$ cat config.mk
export PLATFORM = sky130hd
export DESIGN_NAME = fsr_sqrt_pipe
export DESIGN_NICKNAME = d
export VERILOG_FILES = /design/src/rtl/fsr_sqrt_pipe.sv
export SDC_FILE = /design/constraint.sdc
export NUM_CORES = 2
export LEC_CHECK = 0
export BUFFER_PORTS_ARGS = -buffer_cell sky130_fd_sc_hd__clkbuf_2
export CAP_MARGIN = 0
export CORE_ASPECT_RATIO = 0.75
export CORE_UTILIZATION = 60
export DETAILED_ROUTE_END_ITERATION = 10
export GPL_TIMING_DRIVEN = 0
export PLACE_DENSITY = 0.76
export SYNTH_ARGS = -nofsm -noshare
export SYNTH_HDL_FRONTEND = slang
export SYNTH_SLANG_ARGS = --single-unit
$ cat constraint.sdc
create_clock -name clk -period 4.6 [get_ports clk]
set_input_delay 0.46 -clock clk [delete_from_list [all_inputs] [get_ports clk]]
set_output_delay 0.46 -clock clk [all_outputs]
set_load 0.005 [all_outputs]
$ cat src/rtl/fsr_sqrt_pipe.sv
`timescale 1ns / 1ps

module fsr_sqrt_pipe #(
	parameter int NB = 31,
	parameter int SW = 1
) (
	input  logic            clk,
	input  logic            arst_n,
	input  logic            in_vld,
	input  logic [2*NB-1:0] rad,
	input  logic [SW-1:0]   in_side,
	output logic            out_vld,
	output logic [NB-1:0]   root,
	output logic [SW-1:0]   out_side
);

	localparam int RW = 2 * NB;

	logic [RW-1:0] v_s    [NB];
	logic [RW-1:0] res_s  [NB+1];
	logic [SW-1:0] side_s [NB+1];
	logic          vld_s  [NB+1];

	assign v_s[0]    = rad;
	assign res_s[0]  = '0;
	assign side_s[0] = in_side;
	assign vld_s[0]  = in_vld;

	// digit-by-digit root, one result bit per stage
	for (genvar k = 0; k < NB; k++) begin : g_st
		localparam logic [RW-1:0] BIT = RW'(1) << (2 * (NB - 1 - k));
		logic [RW-1:0] t;
		logic          ge;
		assign t  = res_s[k] + BIT;
		assign ge = v_s[k] >= t;

		always_ff @(posedge clk or negedge arst_n) begin
			if (!arst_n)
				vld_s[k+1] <= 1'b0;
			else
				vld_s[k+1] <= vld_s[k];
		end

		always_ff @(posedge clk) begin
			res_s[k+1]  <= ge ? (res_s[k] >> 1) + BIT : res_s[k] >> 1;
			side_s[k+1] <= side_s[k];
		end

		if (k < NB - 1) begin : g_v
			always_ff @(posedge clk) begin
				v_s[k+1] <= ge ? v_s[k] - t : v_s[k];
			end
		end
	end

	assign out_vld  = vld_s[NB];
	assign root     = res_s[NB][NB-1:0];
	assign out_side = side_s[NB];

endmodule

==> Word-level counts from Yosys, hierarchy flattened <==
Index checks and enable logic that the tools add are counted.
{ "word_totals": {"elab_cells": 334, "out_inout_bits": 33, "reg_bits": 3812, "in_bits": 66} }
{ "classes": {"magnitude_cmp": 31, "muxes": 61, "add_sub_neg": 90} }
{ "op_table": {"columns": ["op", "count"], "rows": [
  [">= comparator 62 bit", 30],
  ["two-way mux 62 bit", 30],
  ["two-way mux 61 bit", 30],
  ["subtractor 62 bit", 29],
  ["adder 61 x 11 -> 62 bit (second input constant)", 1],
  ["adder 61 x 13 -> 62 bit (second input constant)", 1],
  ["adder 61 x 15 -> 62 bit (second input constant)", 1],
  ["adder 61 x 17 -> 62 bit (second input constant)", 1],
  ["adder 61 x 19 -> 62 bit (second input constant)", 1],
  ["adder 61 x 21 -> 62 bit (second input constant)", 1],
  ["adder 61 x 23 -> 62 bit (second input constant)", 1],
  ["adder 61 x 25 -> 62 bit (second input constant)", 1],
  ["adder 61 x 27 -> 62 bit (second input constant)", 1],
  ["adder 61 x 29 -> 62 bit (second input constant)", 1],
  ["adder 61 x 3 -> 62 bit (second input constant)", 1],
  ["adder 61 x 31 -> 62 bit (second input constant)", 1],
  ["adder 61 x 33 -> 62 bit (second input constant)", 1],
  ["adder 61 x 35 -> 62 bit (second input constant)", 1],
  ["adder 61 x 37 -> 62 bit (second input constant)", 1],
  ["adder 61 x 39 -> 62 bit (second input constant)", 1],
  ["adder 61 x 41 -> 62 bit (second input constant)", 1],
  ["adder 61 x 43 -> 62 bit (second input constant)", 1],
  ["adder 61 x 45 -> 62 bit (second input constant)", 1],
  ["adder 61 x 47 -> 62 bit (second input constant)", 1],
  ["43 further kinds", 43]
]} }

==> Longest topological paths before layout <==
{ "depth": {"word_depth": 3, "ltp_mapped": 14, "depth_no_buf": 12} }

==> Worst setup path after synthesis <==
No wires, ideal clock.
{ "synth_timing": {"path_kind": "register to register", "startpoint": "reg res_s[329] in the netlist's numbering", "endpoint": "reg v_s[244] in the netlist's numbering", "path_stages_with_launch": 13, "setup_slack_ps": 1392, "synth_period_minus_slack_ps": 3208, "arrival_time_ps": 3090, "required_time_ps": 4482, "setup_ps": 118, "n_path_buf": 1, "cell_sequence": "dfxtp_1 -> inv_1 -> ha_1 -> clkbuf_1 -> a21o_1 -> a31o_2 -> and4_1 -> a2111oi_0 -> o21ai_0 -> a221o_1 -> nor3_2 -> nand3_1 -> xnor2_1"} }
{ "synth_via": {"elab_chain_cells": 3, "elab_cells_between_ends": 4, "classes_between": "add/sub (2); order compare (1); mux (1)"} }
{ "synth_rtl": {"columns": ["element", "line_no", "source"], "rows": [
  ["start: declaration", "20", "logic [RW-1:0] res_s [NB+1];"],
  ["start signal: indexed assignment", "45", "res_s[k+1] <= ge ? (res_s[k] >> 1) + BIT : res_s[k] >> 1;"],
  ["adder 62 x 9 -> 62 bit *", "34", "assign t = res_s[k] + BIT;"],
  ["subtractor 62 bit / >= comparator 62 bit (equally long branches)", "51, 35", null],
  ["two-way mux 62 bit *", "51", "v_s[k+1] <= ge ? v_s[k] - t : v_s[k];"],
  ["end signal: indexed assignment", "51", null],
  ["end: declaration", "19", "logic [RW-1:0] v_s [NB];"]
]} }
Mark *: on every way between the ends. The rest lies on a longest branch, timed or not.
A chain may end at the register's enable or synchronous reset.

==> Worst setup path in the final report <==
{ "layout_timing": {"startpoint": "reg res_s[640] in the netlist's numbering", "endpoint": "reg v_s[530] in the netlist's numbering"} }
{ "layout_via": {"elab_chain_cells": 3, "elab_cells_between_ends": 4, "classes_between": "add/sub (2); order compare (1); mux (1)"} }
{ "layout_rtl": {"columns": ["element", "line_no"], "rows": [
  ["adder 62 x 19 -> 62 bit *", "34"],
  ["subtractor 62 bit / >= comparator 62 bit (equally long branches)", "51, 35"],
  ["two-way mux 62 bit *", "51"]
]} }
Marked as above.

==> results by stage <==
GRT:
- For this run the aggregate overflow at the end of global routing stands at 0.
- For this run, the total global-route usage over all layers was measured as 32.8%.
- The number of global-route vias before repair was roughly 65,000.
- The initial antenna violation count came to 18.
- The first-pass GRT wire length is 388,000 um.
- Entering global routing, the biggest net connects 32 pins.

Worst setup path:
- The data arrival at the endpoint of the critical path is 5.20 ns.
- Walking the worst path, the cells encountered are inv_1 -> ha_1 -> nor2b_1 -> o31ai_1 -> a21oi_1 -> a221o_1 -> o311a_1 -> nor3_4 -> clkbuf_1 -> o21ai_0.
- The category of the worst setup path capture point is a flop.
- The origin of the critical flop-to-flop path is res_s[640].
- At the worst endpoint, the required time is around 5 ns.
- The worst setup path is launched from a flop.
- The master of the slowest instance on the critical path is sky130_fd_sc_hd__o21ai_0.
- For this run, the slowest stage of the critical path takes 0.62 ns.
- The kind of cell with the highest combined delay along the critical path is compound AO/OA/AOI/OAI gates.
- The cell count along the critical path is 10.
- The worst setup path is of the reg -> reg kind.
- The terminus of the critical flop-to-flop path is v_s[530].
- The number of cells on the worst reg-to-reg path is 10.
- The buffers plus inverters on the worst setup path is 2.
- Along the worst path, the maximum fanout reaches 10.
- Setup slack on the worst reg-to-reg path comes out at -0.10 ns.

Power and ir drop:
- Of the total power, the share spent switching nets is around a third.
- The total power is 65.8 mW.
- Sequential cells burn 46.5% of the power.
- The internal power of the cells totals 42.7 mW.
- In this run the static leakage power is 46.3 nW.
- Summed over all nets, the switching power comes to between 20 and 25 mW.
- The worst-case IR drop observed on VDD is 0.517 mV.
- Of the total power, the clock network draws approximately 28%.
- In this run, the combinational gates consume between 20 and 30% of the power.
- The power per standard cell area is between 600 and 700 nW/um2.

Synthesis:
- The flip-flop cell with the highest count after synthesis is sky130_fd_sc_hd__dfxtp_1.
- For this run, asynchronously set or reset flops after synthesis account for under 10%.
- The yosys synthesis warning count is 0.
- The number of nets handed over by synthesis was 9,694.
- In this run the mean area of a mapped cell was 9.99 um2.
- Summing the sequential cell areas from Yosys gives 53.4% of the chip area.
- After synthesis the cells add up to 90,900 um2.
- After technology mapping, the gate count stands at between 9,000 and 10,000.
- The number of synthesized flops with an enable pin is 0.
- Synthesis inferred 2,418 register bits.
- The unique cell type count in the Yosys netlist is 89.

Placement:
- In this run, placement finished with an instance count of 11,200.
- The congestion estimate from routability-driven global placement came to 1.02.
- Summing all placed instances gives a cell area of around 94,000 um2.
- Buffers placed on the I/O ports in this run total between 90 and 100.
- The HPWL reported at the end of detailed placement is 197,000 um.

STA:
- In the post-route analysis, the smallest setup slack over all paths is -0.105 ns.
- Setup violations remaining at the end of the flow were counted as 3.
- Across the routed clock network, the largest skew measured is 0.0574 ns.
- The slew at the pin closest to its max-slew limit is 1.36 ns.
- The final-report hold violation count is 0.
- The final period demand of the worst path is about 4.7 ns.
- The final-layout setup total negative slack is -0.209 ns.
- Derived from the worst setup path, the maximum achievable clock frequency is approximately 0.21 GHz.
- The max-slew violation count is 0.
- The final critical path takes up 102% of the cycle.
- The worst slew slack as a fraction of its limit is 8.24%.
- Setup repair after global routing left no endpoint under its margin.

Finish:
- The number of cells in the finished layout apart from fillers is 11,700.
- The most frequent standard cell in the layout excluding fill and tap cells is sky130_fd_sc_hd__dfxtp_1.
- In the layout the commonest cells are 2,387 x sky130_fd_sc_hd__dfxtp_1, 661 x sky130_fd_sc_hd__inv_1, 626 x sky130_fd_sc_hd__nand2_1.
- The relative area change from synthesis to final layout is 12.2%.
- Summing all non-filler instances in the final layout gives an area of between 100,000 and 150,000 um2.
- At the end of the flow the core is filled with cells to around two thirds.
- In the final layout, the share of cells above drive strength 1 is 6.59%.
- After the last flow step, the layout net total stands at 10,100.

Drt:
- The routed via count divided by cell count is 5.90.
- The detailed router finished its first iteration with between 8,000 and 9,000 violations.
- Summing over every cut layer, the via total after detailed routing is 68,900.
- The final layout contains routed wiring with a total length of 256,000 um.
- The remaining antenna violation count after routing is 0.
- The total DRC errors in the routed layout is 0.
- The first TritonRoute pass finished after 8 iterations.
- The mean routed wirelength per cell is 22.0 um.

Run:
- The count of max-cap constraint violations is 0.

Status:
- The final reports fail on negative setup slack.
- The flow ran to the end, but the final reports show violations.

Floorplanning:
- The placeable core area is 150,000 um2.
- Pin placement for this block handled 99 I/O pins.
- The floorplan has approximately 120 rows.
- The initial standard-cell utilization of the core is around three fifths.
- The width of the chip is about 450 um.
- The die footprint is 153,000 um2.
- The floorplan step set the die height to 339 um.

Clock tree:
- The H-tree generated during clock tree synthesis spans 4 levels.
- The number of buffers created by CTS is 210.
- The clock input transition at the sequential cells of the worst setup and hold paths is 0.06 ns.
- Clock tree synthesis selected as its root buffer the cell sky130_fd_sc_hd__clkbuf_16.
- For the worst-skew pair, the clock arrives at the later sink with an insertion delay of 0.88 ns.
- The deepest clock path buffer count is 3.
- The tree built by TritonCTS fans out to 2,418 sinks.
- TritonCTS built the clock tree.

Hold path:
- The worst min-delay path class is in -> async.
[worst max-delay path by stage]
stage	from	endpoint
2_1_floorplan	res_s[329]	v_s[244]
3_3_place_gp	res_s[640]	v_s[531]
3_5_place_dp	res_s[640]	v_s[531]
4_1_cts	res_s[640]	v_s[531]
5_1_grt	res_s[640]	v_s[530]
6_report	res_s[640]	v_s[530]
[final cells by class]
| cell class | count | area, um2 |
|---|---|---|
| Clock buffer | 279 | 5910 |
| Fill cell | 11400 | 48200 |
| Buffer | 177 | 713 |
| Antenna cell | 3 | 7.51 |
| Timing Repair Buffer | 166 | 1150 |
| Clock inverter | 115 | 1520 |
| Inverter | 663 | 2490 |
| Multi-Input combinational cell | 5845 | 39200 |
| Tap cell | 2000 | 2500 |
| Sequential cell | 2418 | 48600 |
[state kept, by name, indices dropped and copies added (netlist names)]
register and cells:
v_s 1860, side_s 30, out_vld 1, root 31
res_s 465, out_side 1, vld_s 30
[synthesized netlist by cell type (117+ instances only)]
cell,n,area (um2)
sky130_fd_sc_hd__nor4_1,319,2000
sky130_fd_sc_hd__o21ai_0,463,2320
sky130_fd_sc_hd__nand2_1,626,2350
sky130_fd_sc_hd__nor3_1,260,1300
sky130_fd_sc_hd__nand2b_1,117,732
sky130_fd_sc_hd__a21oi_1,543,2720
sky130_fd_sc_hd__a21o_1,164,1230
sky130_fd_sc_hd__xor2_1,425,3720
sky130_fd_sc_hd__nand4_1,133,832
sky130_fd_sc_hd__inv_1,661,2480
sky130_fd_sc_hd__ha_1,525,6570
sky130_fd_sc_hd__xnor2_1,394,3450
sky130_fd_sc_hd__clkbuf_1,143,537
sky130_fd_sc_hd__nand3_1,137,686
sky130_fd_sc_hd__dfxtp_1,2387,47800
sky130_fd_sc_hd__nor2_1,571,2140
[power by group through the flow]
stage                     sequential [mW]  clock [mW]  combinational, mW
after CTS                            30.3        18.7               16.3
after global routing                 30.9        19.6               18.3
final                                30.6        18.5               16.7
after global placement               30.6           0               15.8
after floorplan                      28.4           0               12.1
after detailed placement             30.6           0               16.0
[worst reg2reg max path: cells and delay by family, from the launching register on]
| family | cells | cell delay [ns] |
|---|---|---|
| flops | 1 | 0.46 |
| simple gates | 2 | 0.70 |
| compound gates | 5 | 2.32 |
| fa+ha+maj | 1 | 0.33 |
| buf+inv | 2 | 0.55 |
[metal layers]
layer  share of wire, %  GRT usage (%)  vias to the layer above
met5              0.029              0                        -
met4                1.9           7.22                       10
met3                 12           9.18                      382
met2                 37           42.8                     3294
met1                 49           52.4                    32700
li1                   -              -                    32500
[timing repair]
| item | 4_1_cts | 5_1_grt |
|---|---|---|
| buffers inserted | 0 | 0 |
| hold buffers | 65 | 0 |
| resized for setup | 0 | 11 |
| endpoints found under the hold margin | 95 | 0 |
| endpoints found under the setup margin | 0 | 38 |
[logic make-up after synthesis]
kind of cell	share of synthesized area [%]
AND/OR/NAND/NOR	15.3
flip-flops	53.4
AO/OA/AOI/OAI	11.6
buffers and inverters	3.52
XOR/XNOR	7.89
adder cells (fa/ha/maj)	7.23
multiplexers	1.02
[per-stage QoR]
stage | hold WS, ns | setup WS, ns
after floorplan | 0.164 | 1.39
final | 0.207 | -0.105
after global placement | 0.310 | 0.0543
after detailed placement | 0.312 | 0.0960
after CTS | 0.172 | 0.0565
after global routing | 0.211 | 0.00224
Power figures use the tool's default switching activity.
